`config.mk`:
```
export PLATFORM = sky130hd
export DESIGN_NAME = timed_motor_command_sequencer_top
export DESIGN_NICKNAME = d
export VERILOG_FILES = /design/src/hdl/tmcs_pkg.sv /design/src/hdl/timed_motor_command_sequencer_top.sv
export SDC_FILE = /design/constraint.sdc
export NUM_CORES = 1
export LEC_CHECK = 0
export BUFFER_PORTS_ARGS = -buffer_cell sky130_fd_sc_hd__buf_2
export CAP_MARGIN = 20
export CORE_AREA = 2 2 165 167
export DETAILED_ROUTE_END_ITERATION = 7
export DIE_AREA = 0 0 167 169
export GPL_ROUTABILITY_DRIVEN = 1
export PLACE_DENSITY = 0.47
export SLEW_MARGIN = 20
export SYNTH_ARGS = -nofsm -noshare
export SYNTH_HDL_FRONTEND = slang
export SYNTH_SLANG_ARGS = --single-unit
```
`constraint.sdc`:
```
create_clock -name aclk -period 7.6 [get_ports aclk]
set_input_delay 0 -clock aclk [delete_from_list [all_inputs] [get_ports aclk]]
set_output_delay 0 -clock aclk [all_outputs]
set_load 0.005 [all_outputs]
```
`src/hdl/tmcs_pkg.sv`:
```
`default_nettype none

package tmcs_pkg;

    // config register file
    localparam int CFG_DATA_W = 32;
    localparam int CFG_ADDR_W = 5;
    localparam int REG_IDX_W  = 3;
    localparam int CFG_TIME_W = 24;
    localparam int STEP_W     = 16;

    localparam logic [REG_IDX_W-1:0] REG_MOVE_TIME    = 3'd0;
    localparam logic [REG_IDX_W-1:0] REG_TURN_TIME    = 3'd1;
    localparam logic [REG_IDX_W-1:0] REG_SWING_FIRST  = 3'd2;
    localparam logic [REG_IDX_W-1:0] REG_SWING_RETURN = 3'd3;
    localparam logic [REG_IDX_W-1:0] REG_STEP_LENGTH  = 3'd4;

    localparam logic [CFG_TIME_W-1:0] MOVE_TIME_RST    = 24'd1000;
    localparam logic [CFG_TIME_W-1:0] TURN_TIME_RST    = 24'd500;
    localparam logic [CFG_TIME_W-1:0] SWING_FIRST_RST  = 24'd2000;
    localparam logic [CFG_TIME_W-1:0] SWING_RETURN_RST = 24'd4000;
    localparam logic [STEP_W-1:0]     STEP_LENGTH_RST  = 16'd50;

    localparam int TIME_BITS_DEFAULT = 24;

    // stream payload widths
    localparam int S_TDATA_W = 8;
    localparam int M_TDATA_W = 8;
    localparam int CMD_W     = 3;
    localparam int CAR_W     = 3;
    localparam int SWING_W   = 2;

    // command codes
    localparam logic [CMD_W-1:0] CMD_STOP     = 3'd0;
    localparam logic [CMD_W-1:0] CMD_FORWARD  = 3'd1;
    localparam logic [CMD_W-1:0] CMD_BACKWARD = 3'd2;
    localparam logic [CMD_W-1:0] CMD_LEFT     = 3'd3;
    localparam logic [CMD_W-1:0] CMD_RIGHT    = 3'd4;
    localparam logic [CMD_W-1:0] CMD_SWING    = 3'd5;

    // car drive codes
    localparam logic [CAR_W-1:0] CAR_STOPPED = 3'd0;

    // swing side / swing drive codes
    localparam logic [SWING_W-1:0] SIDE_CENTER = 2'd0;
    localparam logic [SWING_W-1:0] SIDE_LEFT   = 2'd1;
    localparam logic [SWING_W-1:0] SIDE_RIGHT  = 2'd2;

    // action flag
    localparam logic ACT_TICK    = 1'b0;
    localparam logic ACT_COMMAND = 1'b1;

    typedef struct packed {
        logic [SWING_W-1:0] swing_drive;
        logic [CAR_W-1:0]   car_drive;
        logic               busy_res;
    } result_t;

endpackage

`default_nettype wire

```
`src/hdl/timed_motor_command_sequencer_top.sv`:
```
`default_nettype none

// timed motor command sequencer
//
// input stream: s_tuser[0] is the action flag (0 step tick, 1 command),
// s_tdata[2:0] the command code (ignored on a tick). every request gives
// exactly one result on the output stream: m_tdata holds car drive, swing
// drive and busy flag after the request has been applied.
// apb port: move_time 0x00, turn_time 0x04, swing_first_time 0x08,
// swing_return_time 0x0c, step_length 0x10; write only while idle.
// result: registered in the output register, or in the skid register.
// throughput: one request per cycle while s_tready is high; the run state
// updates in one pass of a single compare and subtract/load on the time counter.
// stall: an output register plus one skid register part the two sides, so
// one more request is taken while a result waits; s_tready drops only when
// both hold a result.
// reset (aresetn low, synchronous): drives stopped, not running, registers
// back to their defaults, both result slots empty.

module timed_motor_command_sequencer_top #(
    parameter int TIME_BITS = tmcs_pkg::TIME_BITS_DEFAULT
) (
    input  wire logic                            aclk,
    input  wire logic                            aresetn,
    // input stream
    input  wire logic                            s_tvalid,
    output logic                                 s_tready,
    input  wire logic [tmcs_pkg::S_TDATA_W-1:0]  s_tdata,   // [2:0] command, [7:3] zero
    input  wire logic [0:0]                      s_tuser,   // [0] action
    // result stream
    output logic                                 m_tvalid,
    input  wire logic                            m_tready,
    output logic [tmcs_pkg::M_TDATA_W-1:0]       m_tdata,   // [2:0] car_drive,
                                                            // [4:3] swing_drive,
                                                            // [5] busy_res, [7:6] zero
    // config port
    input  wire logic                            psel,
    input  wire logic                            penable,
    input  wire logic                            pwrite,
    input  wire logic [tmcs_pkg::CFG_ADDR_W-1:0] paddr,
    input  wire logic [tmcs_pkg::CFG_DATA_W-1:0] pwdata,
    output logic [tmcs_pkg::CFG_DATA_W-1:0]      prdata,
    output logic                                 pready
);
    import tmcs_pkg::*;

    // width for the load path and the expiry compare
    localparam int LOAD_W = (TIME_BITS > CFG_TIME_W) ? TIME_BITS : CFG_TIME_W;
    localparam int CMP_W  = (TIME_BITS > STEP_W) ? TIME_BITS : STEP_W;

    // ------------------------------------------------------------------
    // configuration registers
    // ------------------------------------------------------------------
    logic [CFG_TIME_W-1:0] move_time_reg;
    logic [CFG_TIME_W-1:0] turn_time_reg;
    logic [CFG_TIME_W-1:0] swing_first_reg;
    logic [CFG_TIME_W-1:0] swing_return_reg;
    logic [STEP_W-1:0]     step_length_reg;

    logic                 cfg_wr;
    logic [REG_IDX_W-1:0] cfg_idx;

    assign pready  = 1'b1;
    assign cfg_idx = paddr[CFG_ADDR_W-1:2];
    assign cfg_wr  = psel & penable & pwrite & pready;

    always_ff @(posedge aclk) begin
        if (!aresetn) begin
            move_time_reg    <= MOVE_TIME_RST;
            turn_time_reg    <= TURN_TIME_RST;
            swing_first_reg  <= SWING_FIRST_RST;
            swing_return_reg <= SWING_RETURN_RST;
            step_length_reg  <= STEP_LENGTH_RST;
        end else if (cfg_wr) begin
            case (cfg_idx)
                REG_MOVE_TIME:    move_time_reg    <= pwdata[CFG_TIME_W-1:0];
                REG_TURN_TIME:    turn_time_reg    <= pwdata[CFG_TIME_W-1:0];
                REG_SWING_FIRST:  swing_first_reg  <= pwdata[CFG_TIME_W-1:0];
                REG_SWING_RETURN: swing_return_reg <= pwdata[CFG_TIME_W-1:0];
                REG_STEP_LENGTH:  step_length_reg  <= pwdata[STEP_W-1:0];
                default: ;  // writes past the register list are dropped
            endcase
        end
    end

    always_comb begin
        prdata = '0;
        case (cfg_idx)
            REG_MOVE_TIME:    prdata = CFG_DATA_W'(move_time_reg);
            REG_TURN_TIME:    prdata = CFG_DATA_W'(turn_time_reg);
            REG_SWING_FIRST:  prdata = CFG_DATA_W'(swing_first_reg);
            REG_SWING_RETURN: prdata = CFG_DATA_W'(swing_return_reg);
            REG_STEP_LENGTH:  prdata = CFG_DATA_W'(step_length_reg);
            default:          prdata = '0;
        endcase
    end

    // loaded times keep the low TIME_BITS bits
    logic [LOAD_W-1:0] move_ext, turn_ext, first_ext, return_ext;
    assign move_ext   = LOAD_W'(move_time_reg);
    assign turn_ext   = LOAD_W'(turn_time_reg);
    assign first_ext  = LOAD_W'(swing_first_reg);
    assign return_ext = LOAD_W'(swing_return_reg);

    // ------------------------------------------------------------------
    // run state
    // ------------------------------------------------------------------
    logic                 running_reg, running_next;
    logic [TIME_BITS-1:0] time_left_reg, time_left_next;
    logic                 swing_mode_reg, swing_mode_next;
    logic [SWING_W-1:0]   swing_side_reg, swing_side_next;
    logic [CAR_W-1:0]     car_motion_reg, car_motion_next;
    logic [SWING_W-1:0]   swing_motion_reg, swing_motion_next;

    logic             in_accept;
    logic [CMD_W-1:0] in_cmd;
    logic [CMP_W-1:0] time_cmp, step_cmp;
    logic             expired;

    assign in_cmd   = s_tdata[CMD_W-1:0];
    assign time_cmp = CMP_W'(time_left_reg);
    assign step_cmp = CMP_W'(step_length_reg);
    assign expired  = (time_cmp <= step_cmp);

    always_comb begin
        running_next      = running_reg;
        time_left_next    = time_left_reg;
        swing_mode_next   = swing_mode_reg;
        swing_side_next   = swing_side_reg;
        car_motion_next   = car_motion_reg;
        swing_motion_next = swing_motion_reg;
        if (s_tuser[0] == ACT_COMMAND) begin
            // every command first stops both drives and clears the run state
            running_next      = 1'b0;
            time_left_next    = '0;
            swing_mode_next   = 1'b0;
            swing_side_next   = SIDE_CENTER;
            car_motion_next   = CAR_STOPPED;
            swing_motion_next = SIDE_CENTER;
            case (in_cmd)
                CMD_FORWARD, CMD_BACKWARD: begin
                    car_motion_next = in_cmd;
                    running_next    = 1'b1;
                    time_left_next  = move_ext[TIME_BITS-1:0];
                end
                CMD_LEFT, CMD_RIGHT: begin
                    car_motion_next = in_cmd;
                    running_next    = 1'b1;
                    time_left_next  = turn_ext[TIME_BITS-1:0];
                end
                CMD_SWING: begin
                    swing_mode_next   = 1'b1;
                    swing_side_next   = SIDE_LEFT;
                    swing_motion_next = SIDE_LEFT;
                    running_next      = 1'b1;
                    time_left_next    = first_ext[TIME_BITS-1:0];
                end
                default: ;  // stop and unused codes leave the block idle
            endcase
        end else if (running_reg) begin
            if (expired) begin
                if (swing_mode_reg) begin
                    // swing leg over: flip side and reload the return time
                    swing_side_next   = (swing_side_reg == SIDE_LEFT) ? SIDE_RIGHT
                                                                      : SIDE_LEFT;
                    swing_motion_next = swing_side_next;
                    time_left_next    = return_ext[TIME_BITS-1:0];
                end else begin
                    running_next      = 1'b0;
                    time_left_next    = '0;
                    car_motion_next   = CAR_STOPPED;
                    swing_motion_next = SIDE_CENTER;
                end
            end else begin
                time_left_next = time_left_reg - TIME_BITS'(step_length_reg);
            end
        end
    end

    always_ff @(posedge aclk) begin
        if (!aresetn) begin
            running_reg      <= 1'b0;
            time_left_reg    <= '0;
            swing_mode_reg   <= 1'b0;
            swing_side_reg   <= SIDE_CENTER;
            car_motion_reg   <= CAR_STOPPED;
            swing_motion_reg <= SIDE_CENTER;
        end else if (in_accept) begin
            running_reg      <= running_next;
            time_left_reg    <= time_left_next;
            swing_mode_reg   <= swing_mode_next;
            swing_side_reg   <= swing_side_next;
            car_motion_reg   <= car_motion_next;
            swing_motion_reg <= swing_motion_next;
        end
    end

    // ------------------------------------------------------------------
    // result register with skid slot
    // ------------------------------------------------------------------
    result_t res_new;
    result_t out_data_reg, skid_data_reg;
    logic    out_valid_reg, skid_valid_reg;
    logic    out_take;

    assign res_new.car_drive   = car_motion_next;
    assign res_new.swing_drive = swing_motion_next;
    assign res_new.busy_res    = running_next;

    assign s_tready  = ~skid_valid_reg;
    assign in_accept = s_tvalid & s_tready;
    assign out_take  = out_valid_reg & m_tready;

    always_ff @(posedge aclk) begin
        if (!aresetn) begin
            out_valid_reg  <= 1'b0;
            skid_valid_reg <= 1'b0;
        end else begin
            if (skid_valid_reg) begin
                // skid full means no new request this cycle
                if (out_take) begin
                    out_valid_reg  <= 1'b1;
                    skid_valid_reg <= 1'b0;
                end
            end else if (!out_valid_reg || out_take) begin
                out_valid_reg <= in_accept;
            end else if (in_accept) begin
                skid_valid_reg <= 1'b1;
            end
        end
    end

    always_ff @(posedge aclk) begin
        if (skid_valid_reg) begin
            if (out_take) begin
                out_data_reg <= skid_data_reg;
            end
        end else if (!out_valid_reg || out_take) begin
            if (in_accept) begin
                out_data_reg <= res_new;
            end
        end else if (in_accept) begin
            skid_data_reg <= res_new;
        end
    end

    assign m_tvalid = out_valid_reg;
    assign m_tdata  = {2'b00, out_data_reg.busy_res, out_data_reg.swing_drive,
                       out_data_reg.car_drive};

endmodule

`default_nettype wire

```
==> impl_results.html, run 1 <==
<table>
<tr><th>Metric</th><th>Value</th></tr>
<tr><th colspan="2">Run status</th></tr>
<tr><td>Result of the run</td><td>finished clean</td></tr>
<tr><th colspan="2">Die</th></tr>
<tr><td>Horizontal die dimension</td><td>167 um</td></tr>
<tr><td>I/O pin total</td><td>96</td></tr>
<tr><td>Cell Rows</td><td>60</td></tr>
<tr><td>Total die area</td><td>28220 um^2</td></tr>
<tr><td>Core area</td><td>26500 um^2</td></tr>
<tr><td>Initial Util</td><td>33.38%</td></tr>
<tr><td>Die Span Y</td><td>169 um</td></tr>
<tr><th colspan="2">Worst setup path</th></tr>
<tr><td>Highest-delay cell along the critical path</td><td>a41oi_4</td></tr>
<tr><td>Ordered cell list for the critical path</td><td>ha_1 -&gt; fa_1 -&gt; nand2b_1 -&gt; a211oi_2 -&gt; o21bai_4 -&gt; a41oi_4 -&gt; nor2_2 -&gt; mux2i_1 -&gt; o21ai_2 -&gt; mux2_2</td></tr>
<tr><td>Critical Path Source Type</td><td>flop</td></tr>
<tr><td>Worst R2R Start</td><td>step_length_reg[0]</td></tr>
<tr><td>Register-to-Register Setup Slack</td><td>4210 ps</td></tr>
<tr><td>Setup crit end kind</td><td>flop</td></tr>
<tr><td>Largest fanout on the critical path</td><td>17</td></tr>
<tr><td>Critical setup path kind</td><td>reg -&gt; reg</td></tr>
<tr><td>Worst reg-to-reg path cell count</td><td>10</td></tr>
<tr><td>Worst Path Arrival</td><td>3570 ps</td></tr>
<tr><td>Required time reported for the critical path endpoint</td><td>7790 ps</td></tr>
<tr><td>Largest stage delay on the critical path</td><td>660 ps</td></tr>
<tr><td>Crit Reg-Reg Endpoint</td><td>m_tdata[3]</td></tr>
<tr><th colspan="2">STA</th></tr>
<tr><td>Final setup fails</td><td>0</td></tr>
<tr><td>Worst Tran Pin Value</td><td>998.7 ps</td></tr>
<tr><td>Unrepaired setup endpoints after global routing</td><td>false</td></tr>
<tr><td>Max-slew violation total from the final report</td><td>0</td></tr>
<tr><td>Setup Total Neg Slack</td><td>0 ps</td></tr>
<tr><td>Tightest slew margin relative to the limit</td><td>33.12%</td></tr>
<tr><td>Fmax</td><td>295.4 MHz</td></tr>
<tr><td>Minimum clock period</td><td>3386 ps</td></tr>
<tr><td>Count of endpoints failing hold in the final timing report</td><td>0</td></tr>
<tr><td>Worst clock skew on the final layout</td><td>12.02 ps</td></tr>
<tr><td>Final critical-path setup slack</td><td>4214 ps</td></tr>
<tr><td>Post-route fraction of the period consumed by the critical path</td><td>44.55%</td></tr>
<tr><th colspan="2">Finish</th></tr>
<tr><td>Ant. Diodes</td><td>0</td></tr>
<tr><td>Multi-input gate area in the final layout</td><td>5112 um^2</td></tr>
<tr><td>Final #Nets</td><td>1216</td></tr>
<tr><td>Utilization after layout</td><td>38.89%</td></tr>
<tr><td>Layout fillers</td><td>2795</td></tr>
<tr><td>Sequential standard cell area</td><td>3303 um^2</td></tr>
<tr><td>Share of cells above drive strength 1</td><td>16.22%</td></tr>
<tr><td>Area grow syn2layout</td><td>16.51%</td></tr>
<tr><th colspan="2">CTS</th></tr>
<tr><td>Longest Clk Path Bufs</td><td>2</td></tr>
<tr><td>Num CTS Buffers</td><td>17</td></tr>
<tr><td>Buffers inserted during post-CTS setup optimization</td><td>0</td></tr>
<tr><td>Source-to-sink clock delay at the later pin of the worst-skew pair</td><td>430 ps</td></tr>
<tr><td>CTS clock-pin slew for the worst setup and hold paths</td><td>70 ps</td></tr>
<tr><td>H-Tree Level Count</td><td>4</td></tr>
<tr><td>Root cell of the clock tree</td><td>clkbuf_16</td></tr>
<tr><td>TritonCTS clock tree</td><td>done</td></tr>
<tr><td>Clk sink count</td><td>159</td></tr>
<tr><th colspan="2">Run</th></tr>
<tr><td>Max-cap violations</td><td>0</td></tr>
<tr><th colspan="2">Synthesis</th></tr>
<tr><td>Netlist cell types</td><td>84</td></tr>
<tr><td>Proportion of synthesized chip area in sequential cells</td><td>37.34%</td></tr>
<tr><td>Most common cell in the netlist</td><td>nand2_1</td></tr>
<tr><td>Top cells by area in the synthesized netlist</td><td>dfxtp_1 (33%), nand2_1 (11%), a21oi_1 (4.4%)</td></tr>
<tr><td>Number of enable flip-flop cells after synthesis</td><td>12</td></tr>
<tr><td>Proportion of netlist area held by the largest area contributor</td><td>33.27%</td></tr>
<tr><td>Most numerous cell types in the synthesized netlist</td><td>nand2_1 (253), dfxtp_1 (147), a21oi_1 (78)</td></tr>
<tr><td>Fraction of registers with async set or reset after synthesis</td><td>0%</td></tr>
<tr><td>Biggest area consumer among synthesized cells</td><td>dfxtp_1</td></tr>
<tr><td>Most used flip-flop cell after synthesis</td><td>dfxtp_1</td></tr>
<tr><td>Number of synthesized register bits</td><td>159</td></tr>
<tr><td>Cell Area, Synth</td><td>8846 um^2</td></tr>
<tr><td>Average cell area after synthesis</td><td>8.086 um^2</td></tr>
<tr><td>Post-synthesis instance total</td><td>1094</td></tr>
<tr><td>Number of warnings reported in the yosys synthesis log</td><td>0</td></tr>
<tr><th colspan="2">Drt</th></tr>
<tr><td>Total routed wirelength</td><td>31.31 mm</td></tr>
<tr><td>Wire length per cell</td><td>20.87 um</td></tr>
<tr><td>Drc violations</td><td>0</td></tr>
<tr><td>Pre-antenna DRT Iters</td><td>6</td></tr>
<tr><td>Via-per-instance ratio</td><td>5.586</td></tr>
<tr><td>DRT iter0 DRCs</td><td>823</td></tr>
<tr><td>Number of routed nets with antenna violations</td><td>0</td></tr>
<tr><td>Total number of vias</td><td>8379</td></tr>
<tr><th colspan="2">Placement</th></tr>
<tr><td>Final weighted congestion in routability-driven placement</td><td>0.8419</td></tr>
<tr><td>Buffers added on ports</td><td>69</td></tr>
<tr><td>Place WS</td><td>4194 ps</td></tr>
<tr><td>HPWL after DPL</td><td>19.16 mm</td></tr>
<tr><th colspan="2">Hold path</th></tr>
<tr><td>Hold_sp</td><td>s_tdata[1]</td></tr>
<tr><td>Number of instances on the worst hold path</td><td>3</td></tr>
<tr><td>Class of the most critical hold timing path</td><td>in -&gt; reg</td></tr>
<tr><td>Hold Crit Endpoint</td><td>car_motion_reg[1]</td></tr>
<tr><th colspan="2">Global route</th></tr>
<tr><td>Vias in the first global route</td><td>7969</td></tr>
<tr><td>First-pass GRT wire length</td><td>48.36 mm</td></tr>
<tr><td>Pin count of the biggest net entering global routing</td><td>54</td></tr>
<tr><td>Total gr overflow</td><td>0</td></tr>
<tr><td>Combined global-route utilization of all metal layers</td><td>22.21%</td></tr>
<tr><td>Initial antenna violation count</td><td>0</td></tr>
<tr><th colspan="2">Power</th></tr>
<tr><td>Static leakage</td><td>3.776 nW</td></tr>
<tr><td>Max VDD drop</td><td>0.1283 mV</td></tr>
<tr><td>Power per Cell Area</td><td>220.5 nW/um^2</td></tr>
</table>
[worst max-delay path, delay by kind of cell (launching register included)]
family	cells	cell delay (ps)
adders and majority gates	2	650
and+or+nand+nor	2	370
DFF	1	340
muxes	2	500
AOI/OAI and AO/OA	4	1250
[through the flow]
stage / cell area (um^2) / total power [mW] / instances / hold slack [ps]
after floorplan: 8880 / 1.243 / 1103 / 124.0
after global placement: 9424 / 1.365 / 1441 / 267.8
after detailed placement: 9424 / 1.367 / 1441 / 277.4
after CTS: 10310 / 2.288 / 1500 / 5.083
after global routing: 10310 / 2.369 / 1500 / 52.46
final: 10310 / 2.272 / 1500 / 29.46
[cell type report]
type | instances | share of cell area, %
sequential | 159 | 32.05
inverter | 29 | 1.056
timing repair buffer | 113 | 7.211
clock inverter | 14 | 1.675
tap | 341 | 4.140
clock buffer | 18 | 4.261
multi-input combinational | 826 | 49.61
[metal layers]
layer	track usage [%]	part of all wire, %	up-vias
met5	0	0	-
met4	6.897	1.7	0
met3	2.923	5.7	35
met2	34.73	44	271
met1	31.78	48	4045
li1	-	-	4028
[power by group]
part	internal [mW]	switching, mW	leakage (nW)	total, mW
Sequential	0.866	0.0195	1.31	0.886
Combinational	0.178	0.299	2.17	0.476
Clock	0.506	0.404	0.299	0.910
Total	1.55	0.722	3.78	2.27
[what timing repair did]
item	CTS	global route
hold endpoints to repair	115	0
hold buffers	27	0
gates resized for setup	0	0
[cells in the final DEF, fill, tap and decap left out, drive strengths merged, types with 5 or more instances in the layout]
cell,count
and3,10
a21oi,80
ha,16
dfxtp,147
o221a,5
edfxtp,12
a22oi,34
inv,33
xnor2,12
mux4,9
nor3,16
nand2,253
o21ai,47
or3,6
a222oi,23
clkinv,7
o22ai,20
a21boi,51
a31oi,8
mux2,21
nor2b,15
o211ai,7
a211oi,6
dlygate4sd3,27
buf,86
nand4,5
nand3,54
nor2,50
conb,11
clkbuf,18
[cells by family after synthesis]
kind of cell	Yosys count	share of synthesized area, %
AND/OR/NAND/NOR	433	22.14
XOR/XNOR	16	1.584
multiplexers	32	5.191
AO/OA/AOI/OAI	317	25.33
adder cells (fa/ha/maj)	17	2.489
other	2	0.08490
flip-flops	159	37.34
buffers and inverters	118	5.842
[how the worst max path moves through the flow]
stage,from,end,slack (ps),depth (start not counted)
after floorplan,step_length_reg[5],m_tdata[3],4990,10
after global placement,step_length_reg[0],m_tdata[3],4230,10
after detailed placement,step_length_reg[0],m_tdata[3],4190,10
after CTS,step_length_reg[0],m_tdata[3],4200,10
after global routing,step_length_reg[0],m_tdata[3],4030,10
final,step_length_reg[0],m_tdata[3],4210,10
(Power assumes the default switching activity.)
==> run 2: changes to the inputs <==
- PLACE_DENSITY: 0.47 -> 0.49
- clock period: 7.6 -> 2.9 ns (I/O delays scaled with it)
==> impl_results.html, run 2 (synthesis gave the netlist of run 1 again) <==
<table>
<tr><th>Metric</th><th>Value</th></tr>
<tr><th colspan="2">Run status</th></tr>
<tr><td>Result of the run</td><td>finished clean</td></tr>
<tr><th colspan="2">STA</th></tr>
<tr><td>Post-route fraction of the period consumed by the critical path</td><td>95.11% (+51 points)</td></tr>
<tr><td>Final critical-path setup slack</td><td>141.8 ps (-4073 ps)</td></tr>
<tr><td>Tightest slew margin relative to the limit</td><td>24.37% (-8.7 points)</td></tr>
<tr><td>Final-layout worst hold slack</td><td>42.19 ps (+12.73 ps)</td></tr>
<tr><td>Minimum clock period</td><td>2758 ps (-627.4 ps)</td></tr>
<tr><td>Max-slew violation total from the final report</td><td>0 (unchanged)</td></tr>
<tr><td>Worst clock skew on the final layout</td><td>20.42 ps (+8.391 ps)</td></tr>
<tr><td>Fmax</td><td>362.6 MHz (+23%)</td></tr>
<tr><td>Worst Tran Pin Value</td><td>1134 ps (+135.7 ps)</td></tr>
<tr><td>Final setup fails</td><td>0 (unchanged)</td></tr>
<tr><td>Setup Total Neg Slack</td><td>0 ps (unchanged)</td></tr>
<tr><td>Count of endpoints failing hold in the final timing report</td><td>0 (unchanged)</td></tr>
<tr><th colspan="2">Die</th></tr>
<tr><td>Die Span Y</td><td>169 um (unchanged)</td></tr>
<tr><td>Horizontal die dimension</td><td>167 um (unchanged)</td></tr>
<tr><td>Initial Util</td><td>33.38% (unchanged)</td></tr>
<tr><td>I/O pin total</td><td>96 (unchanged)</td></tr>
<tr><td>Cell Rows</td><td>60 (unchanged)</td></tr>
<tr><td>Core area</td><td>26500 um^2 (unchanged)</td></tr>
<tr><td>Total die area</td><td>28220 um^2 (unchanged)</td></tr>
<tr><th colspan="2">Worst setup path</th></tr>
<tr><td>Ordered cell list for the critical path</td><td>inv_1 -&gt; ha_1 -&gt; and2_4 -&gt; nand4_2 -&gt; nor4_4 -&gt; buf_4 -&gt; a41o_4 -&gt; a31oi_4 -&gt; a22o_1 -&gt; mux2_2</td></tr>
<tr><td>Critical setup path kind</td><td>reg -&gt; reg</td></tr>
<tr><td>Required time reported for the critical path endpoint</td><td>3100 ps (-4690 ps)</td></tr>
<tr><td>Worst Path Buf+Inv</td><td>2 (+2)</td></tr>
<tr><td>Worst Path Arrival</td><td>2960 ps (-610 ps)</td></tr>
<tr><td>Largest fanout on the critical path</td><td>6 (-11)</td></tr>
<tr><td>Worst reg-to-reg path cell count</td><td>10 (unchanged)</td></tr>
<tr><td>Largest stage delay on the critical path</td><td>390 ps (-270 ps)</td></tr>
<tr><td>Setup crit end kind</td><td>flop</td></tr>
<tr><td>Depth of the critical timing path with buffers and inverters included</td><td>10 (unchanged)</td></tr>
<tr><td>Highest-delay cell along the critical path</td><td>ha_1</td></tr>
<tr><td>Critical Path Source Type</td><td>flop</td></tr>
<tr><td>Cell class contributing the biggest share of worst-path delay</td><td>simple AND/OR/NAND/NOR gates</td></tr>
<tr><th colspan="2">Global route</th></tr>
<tr><td>Total gr overflow</td><td>0 (unchanged)</td></tr>
<tr><td>Pin count of the biggest net entering global routing</td><td>72 (+33%)</td></tr>
<tr><td>First-pass GRT wire length</td><td>47.63 mm (-1.5%)</td></tr>
<tr><td>Vias in the first global route</td><td>8271 (+3.8%)</td></tr>
<tr><td>Initial antenna violation count</td><td>0 (unchanged)</td></tr>
<tr><td>Combined global-route utilization of all metal layers</td><td>21.34% (-0.87 points)</td></tr>
<tr><th colspan="2">Placement</th></tr>
<tr><td>Placed Instances</td><td>1473 (+2.2%)</td></tr>
<tr><td>Total cell area at the placement stage</td><td>9658 um^2 (+2.5%)</td></tr>
<tr><td>Place WS</td><td>27.07 ps (-4167 ps)</td></tr>
<tr><td>HPWL after DPL</td><td>20.04 mm (+4.6%)</td></tr>
<tr><td>Buffers added on ports</td><td>69 (unchanged)</td></tr>
<tr><td>Final weighted congestion in routability-driven placement</td><td>0.8968 (+6.5%)</td></tr>
<tr><th colspan="2">Drt</th></tr>
<tr><td>Total number of vias</td><td>8464 (+1.0%)</td></tr>
<tr><td>Number of routed nets with antenna violations</td><td>0 (unchanged)</td></tr>
<tr><td>Wire length per cell</td><td>19.36 um (-7.3%)</td></tr>
<tr><td>Pre-antenna DRT Iters</td><td>6 (unchanged)</td></tr>
<tr><td>Drc violations</td><td>0 (unchanged)</td></tr>
<tr><td>Via-per-instance ratio</td><td>5.496 (-1.6%)</td></tr>
<tr><td>Total routed wirelength</td><td>29.81 mm (-4.8%)</td></tr>
<tr><td>DRT iter0 DRCs</td><td>894 (+8.6%)</td></tr>
<tr><th colspan="2">Finish</th></tr>
<tr><td>Share of cells above drive strength 1</td><td>19.35% (+3.1 points)</td></tr>
<tr><td>Final #Nets</td><td>1256 (+3.3%)</td></tr>
<tr><td>Sequential standard cell area</td><td>3303 um^2 (unchanged)</td></tr>
<tr><td>Post-route cell area</td><td>10720 um^2 (+4.0%)</td></tr>
<tr><td>Utilization after layout</td><td>40.44% (+1.6 points)</td></tr>
<tr><td>Top library cells by usage in the layout, fill and taps aside</td><td>nand2_1 (253), dfxtp_1 (147), a21oi_1 (77)</td></tr>
<tr><td>Layout fillers</td><td>2736 (-2.1%)</td></tr>
<tr><td>Non-filler cells in the finished layout</td><td>1540 (+2.7%)</td></tr>
<tr><td>Area grow syn2layout</td><td>21.16%</td></tr>
<tr><td>Multi-input gate area in the final layout</td><td>5169 um^2 (+1.1%)</td></tr>
<tr><td>Ant. Diodes</td><td>0 (unchanged)</td></tr>
<tr><td>Leading cell type in the layout, fill and taps excluded</td><td>nand2_1</td></tr>
<tr><th colspan="2">Power</th></tr>
<tr><td>Max VDD drop</td><td>0.4152 mV (+220%)</td></tr>
<tr><td>Power per Cell Area</td><td>578.9 nW/um^2 (+160%)</td></tr>
<tr><td>Static leakage</td><td>4.022 nW (+6.5%)</td></tr>
<tr><td>Overall power</td><td>6.205 mW (+170%)</td></tr>
<tr><th colspan="2">CTS</th></tr>
<tr><td>TritonCTS clock tree</td><td>done</td></tr>
<tr><td>Num CTS Buffers</td><td>17 (unchanged)</td></tr>
<tr><td>Longest Clk Path Bufs</td><td>2 (unchanged)</td></tr>
<tr><td>Clk sink count</td><td>159 (unchanged)</td></tr>
<tr><td>H-Tree Level Count</td><td>4 (unchanged)</td></tr>
<tr><td>CTS clock-pin slew for the worst setup and hold paths</td><td>70 ps (about the same)</td></tr>
<tr><td>Source-to-sink clock delay at the later pin of the worst-skew pair</td><td>440 ps (about the same)</td></tr>
<tr><td>Root cell of the clock tree</td><td>clkbuf_16</td></tr>
<tr><th colspan="2">Hold path</th></tr>
<tr><td>Class of the most critical hold timing path</td><td>in -&gt; reg</td></tr>
<tr><td>Number of instances on the worst hold path</td><td>3 (unchanged)</td></tr>
<tr><th colspan="2">Run</th></tr>
<tr><td>Max-cap violations</td><td>0 (unchanged)</td></tr>
</table>
## run 2: report_power, final
part / switching [mW] / internal, mW
combinational: 0.809 / 0.577
clock: 1.06 / 1.44
sequential: 0.0458 / 2.27
total: 1.91 / 4.29
## run 2: repair_timing
item | 4_1_cts | 5_1_grt
hold buffers | 29 | 0
buffers inserted | 0 | 5
gates resized for setup | 0 | 18
endpoints found under the setup margin | 0 | 28
hold endpoints to repair | 116 | 0
## run 2: cell type report
cell class	instances	area share, %
inverter	29	1.016
clock buffer	18	4.203
clock inverter	14	1.774
sequential	159	30.82
tap	341	3.981
multi-input combinational	827	48.23
timing repair buffer	152	9.981
## run 2: final timing paths
| check | slack, ps | from | to |
|---|---|---|---|
| worst max-delay path | 140 | step_length_reg[14] | m_tdata[0] |
| worst min-delay path | 40 | s_tdata[0] | swing_side_reg[0] |
| worst max register to register | 140 | step_length_reg[14] | m_tdata[0] |
| worst min register to register | 480 | step_length_reg[15] | step_length_reg[15] |
## run 2: routing by layer
layer  GRT usage [%]  part of all wire (%)  routed length [um]
met2           34.00                    46               13630
met5               0                     0                   0
met1           29.99                    48               14290
met3           2.969                   4.6                1378
met4           6.522                   1.7                 516
## run 2: worst reg2reg max path, cell delays in order (launching register included)
cell and delay (ps):
dfxtp_1 370, inv_1 70, ha_1 390, and2_4 220, nand4_2 140, nor4_4 280, buf_4 180, a41o_4 190
a31oi_4 130, a22o_1 270, mux2_2 260
==> run 3: changes to the inputs <==
--- a/constraint.sdc
+++ b/constraint.sdc
@@ -3,2 +3,2 @@
 set_output_delay 0 -clock aclk [all_outputs]
-set_load 0.005 [all_outputs]
+set_load 0.01 [all_outputs]
==> impl_results.html, run 3 (synthesis gave the netlist of run 1 again) <==
<table>
<tr><th>Metric</th><th>Value</th></tr>
<tr><th colspan="2">Die</th></tr>
<tr><td>Total die area</td><td>28220 um^2 (unchanged)</td></tr>
<tr><td>Core area</td><td>26500 um^2 (unchanged)</td></tr>
<tr><td>Die Span Y</td><td>169 um (unchanged)</td></tr>
<tr><td>I/O pin total</td><td>96 (unchanged)</td></tr>
<tr><td>Horizontal die dimension</td><td>167 um (unchanged)</td></tr>
<tr><td>Initial Util</td><td>33.38% (unchanged)</td></tr>
<tr><td>Cell Rows</td><td>60 (unchanged)</td></tr>
<tr><th colspan="2">Global route</th></tr>
<tr><td>Initial antenna violation count</td><td>0 (unchanged)</td></tr>
<tr><td>First-pass GRT wire length</td><td>47.51 mm (-0.25%)</td></tr>
<tr><td>Vias in the first global route</td><td>8353 (+0.99%)</td></tr>
<tr><td>Total gr overflow</td><td>0 (unchanged)</td></tr>
<tr><td>Combined global-route utilization of all metal layers</td><td>21.24% (-0.10 points)</td></tr>
<tr><td>Pin count of the biggest net entering global routing</td><td>70 (-2.8%)</td></tr>
<tr><th colspan="2">Finish</th></tr>
<tr><td>Post-route cell area</td><td>10650 um^2 (-0.61%)</td></tr>
<tr><td>Area grow syn2layout</td><td>20.42%</td></tr>
<tr><td>Final #Nets</td><td>1256 (unchanged)</td></tr>
<tr><td>Leading cell type in the layout, fill and taps excluded</td><td>nand2_1</td></tr>
<tr><td>Share of cells above drive strength 1</td><td>19.60% (+0.25 points)</td></tr>
<tr><td>Top library cells by usage in the layout, fill and taps aside</td><td>nand2_1 (253), dfxtp_1 (147), a21oi_1 (77)</td></tr>
<tr><td>Ant. Diodes</td><td>0 (unchanged)</td></tr>
<tr><th colspan="2">Placement</th></tr>
<tr><td>Buffers added on ports</td><td>69 (unchanged)</td></tr>
<tr><td>Final weighted congestion in routability-driven placement</td><td>0.8500 (-5.2%)</td></tr>
<tr><td>Place WS</td><td>2.786 ps (-24.29 ps)</td></tr>
<tr><td>Total cell area at the placement stage</td><td>9673 um^2 (+0.16%)</td></tr>
<tr><td>HPWL after DPL</td><td>20.33 mm (+1.5%)</td></tr>
<tr><th colspan="2">Hold path</th></tr>
<tr><td>Class of the most critical hold timing path</td><td>in -&gt; reg</td></tr>
<tr><td>Hold_sp</td><td>s_tdata[1]</td></tr>
<tr><th colspan="2">Drt</th></tr>
<tr><td>Wire length per cell</td><td>19.56 um (+1.0%)</td></tr>
<tr><td>Via-per-instance ratio</td><td>5.494 (about the same)</td></tr>
<tr><td>Drc violations</td><td>0 (unchanged)</td></tr>
<tr><td>Total routed wirelength</td><td>30.13 mm (+1.0%)</td></tr>
<tr><td>Total number of vias</td><td>8460 (-0.047%)</td></tr>
<tr><td>Pre-antenna DRT Iters</td><td>6 (unchanged)</td></tr>
<tr><td>DRT iter0 DRCs</td><td>736 (-18%)</td></tr>
<tr><td>Number of routed nets with antenna violations</td><td>0 (unchanged)</td></tr>
<tr><th colspan="2">STA</th></tr>
<tr><td>Worst Tran Pin Value</td><td>975.6 ps (-158.8 ps)</td></tr>
<tr><td>Post-route fraction of the period consumed by the critical path</td><td>95.40% (+0.29 points)</td></tr>
<tr><td>Worst clock skew on the final layout</td><td>11.61 ps (-8.809 ps)</td></tr>
<tr><td>Count of endpoints failing hold in the final timing report</td><td>0 (unchanged)</td></tr>
<tr><td>Setup Total Neg Slack</td><td>0 ps (unchanged)</td></tr>
<tr><td>Final critical-path setup slack</td><td>133.4 ps (-8.445 ps)</td></tr>
<tr><td>Final setup fails</td><td>0 (unchanged)</td></tr>
<tr><td>Fmax</td><td>361.4 MHz (-0.31%)</td></tr>
<tr><td>Minimum clock period</td><td>2767 ps (+8.445 ps)</td></tr>
<tr><td>Max-slew violation total from the final report</td><td>0 (unchanged)</td></tr>
<tr><td>Tightest slew margin relative to the limit</td><td>34.96% (+11 points)</td></tr>
<tr><th colspan="2">CTS</th></tr>
<tr><td>Clk sink count</td><td>159 (unchanged)</td></tr>
<tr><td>Longest Clk Path Bufs</td><td>2 (unchanged)</td></tr>
<tr><td>Root cell of the clock tree</td><td>clkbuf_16</td></tr>
<tr><td>TritonCTS clock tree</td><td>done</td></tr>
<tr><td>H-Tree Level Count</td><td>4 (unchanged)</td></tr>
<tr><td>Num CTS Buffers</td><td>17 (unchanged)</td></tr>
<tr><td>Source-to-sink clock delay at the later pin of the worst-skew pair</td><td>430 ps (about the same)</td></tr>
<tr><td>CTS clock-pin slew for the worst setup and hold paths</td><td>70 ps (about the same)</td></tr>
<tr><th colspan="2">Worst setup path</th></tr>
<tr><td>Worst Setup EP</td><td>time_cmp[10]</td></tr>
<tr><td>Setup crit end kind</td><td>flop</td></tr>
<tr><td>Critical setup path kind</td><td>reg -&gt; reg</td></tr>
<tr><td>Register-to-Register Setup Slack</td><td>130 ps (about the same)</td></tr>
<tr><td>Required time reported for the critical path endpoint</td><td>3180 ps (+80 ps)</td></tr>
<tr><td>Worst reg-to-reg path cell count</td><td>9 (-1)</td></tr>
<tr><td>Critical Path Source Type</td><td>flop</td></tr>
<tr><td>Worst setup path startpoint</td><td>step_length_reg[0]</td></tr>
<tr><td>Largest fanout on the critical path</td><td>6 (unchanged)</td></tr>
<tr><td>Worst Path Arrival</td><td>3050 ps (+90 ps)</td></tr>
<tr><td>Worst R2R Start</td><td>step_length_reg[0]</td></tr>
<tr><td>Crit Reg-Reg Endpoint</td><td>time_cmp[10]</td></tr>
<tr><th colspan="2">Power</th></tr>
<tr><td>Static leakage</td><td>3.986 nW (-0.88%)</td></tr>
<tr><td>Power per Cell Area</td><td>561.0 nW/um^2 (-3.1%)</td></tr>
<tr><td>Max VDD drop</td><td>0.3304 mV (-20%)</td></tr>
<tr><th colspan="2">Run</th></tr>
<tr><td>Max-cap violations</td><td>0 (unchanged)</td></tr>
<tr><th colspan="2">Run status</th></tr>
<tr><td>Result of the run</td><td>finished clean</td></tr>
</table>
run 3: changes by cell type in the layout (fill, tap and decap cells not counted), sizes merged:
| cell | previous run | this run |
|---|---|---|
| inv | 35 | 37 |
| clkbuf | 18 | 17 |
| clkinv | 5 | 6 |
| clkinvlp | 0 | 1 |
| buf | 123 | 124 |
| dlygate4sd3 | 29 | 28 |
| bufinv | 3 | 0 |
run 3: worst min path at each step:
stage	slack, ps	endpoint	depth (start not counted)
global route	40	car_motion_reg[1]	3
detailed placement	280	skid_valid_reg	3
global placement	280	move_ext[19]	3
CTS	20	car_motion_reg[1]	3
finish	20	car_motion_reg[1]	3
floorplan	120	first_ext[10]	2
run 3: area by class of cell:
class                   instances  area (um^2)
fillers                      2746        15850
multi-input cells             827         5162
flip-flops and latches        159         3303
repair buffers                152         1064
well taps                     341        426.7
clock buffers                  17        425.4
clock inverters                15        162.7
inverters                      29        108.9
run 3: repair_timing:
action                                  4_1_cts  5_1_grt
gates cloned                                  0        1
gates resized for setup                       1       15
hold endpoints to repair                    115        0
endpoints found under the setup margin        1       18
setup buffers                                 0        4
pin swaps                                     0        5
hold buffers                                 28        0
run 3: report_power, final:
group          total [mW]  internal, mW  leakage (nW)  switching [mW]
Sequential           2.32          2.27          1.31          0.0462
Combinational        1.38         0.562          2.39           0.821
Clock                2.28          1.16         0.288            1.11
run 3: worst max-delay path, stage by stage, from the launching register on:
cell	delay, ps
dfxtp_1	330
ha_1	230
fa_1	420
nand2b_4	190
a211oi_4	310
o21bai_4	160
a41o_4	320
and3_1	190
a2111oi_0	380
nor3_1	90
run 3: metal layers:
layer  global-route usage [%]  wire [um]  vias to the layer above
met4                    6.559        413                        0
met3                    2.549       1370                       24
met5                        0          0                        -
met1                    30.28      14360                     4096
li1                         -          -                     4100
met2                    33.58      13980                      240
run 3: through the flow:
stage	hold slack [ps]	instances	util, %	total power, mW
6_report	19.08	1540	40.20	5.976
5_1_grt	37.67	1540	40.20	6.243
4_1_cts	15.72	1535	39.81	5.960
3_5_place_dp	277.9	1475	36.50	3.639
3_3_place_gp	282.3	1475	36.50	3.639
2_1_floorplan	124.0	1103	-	3.268
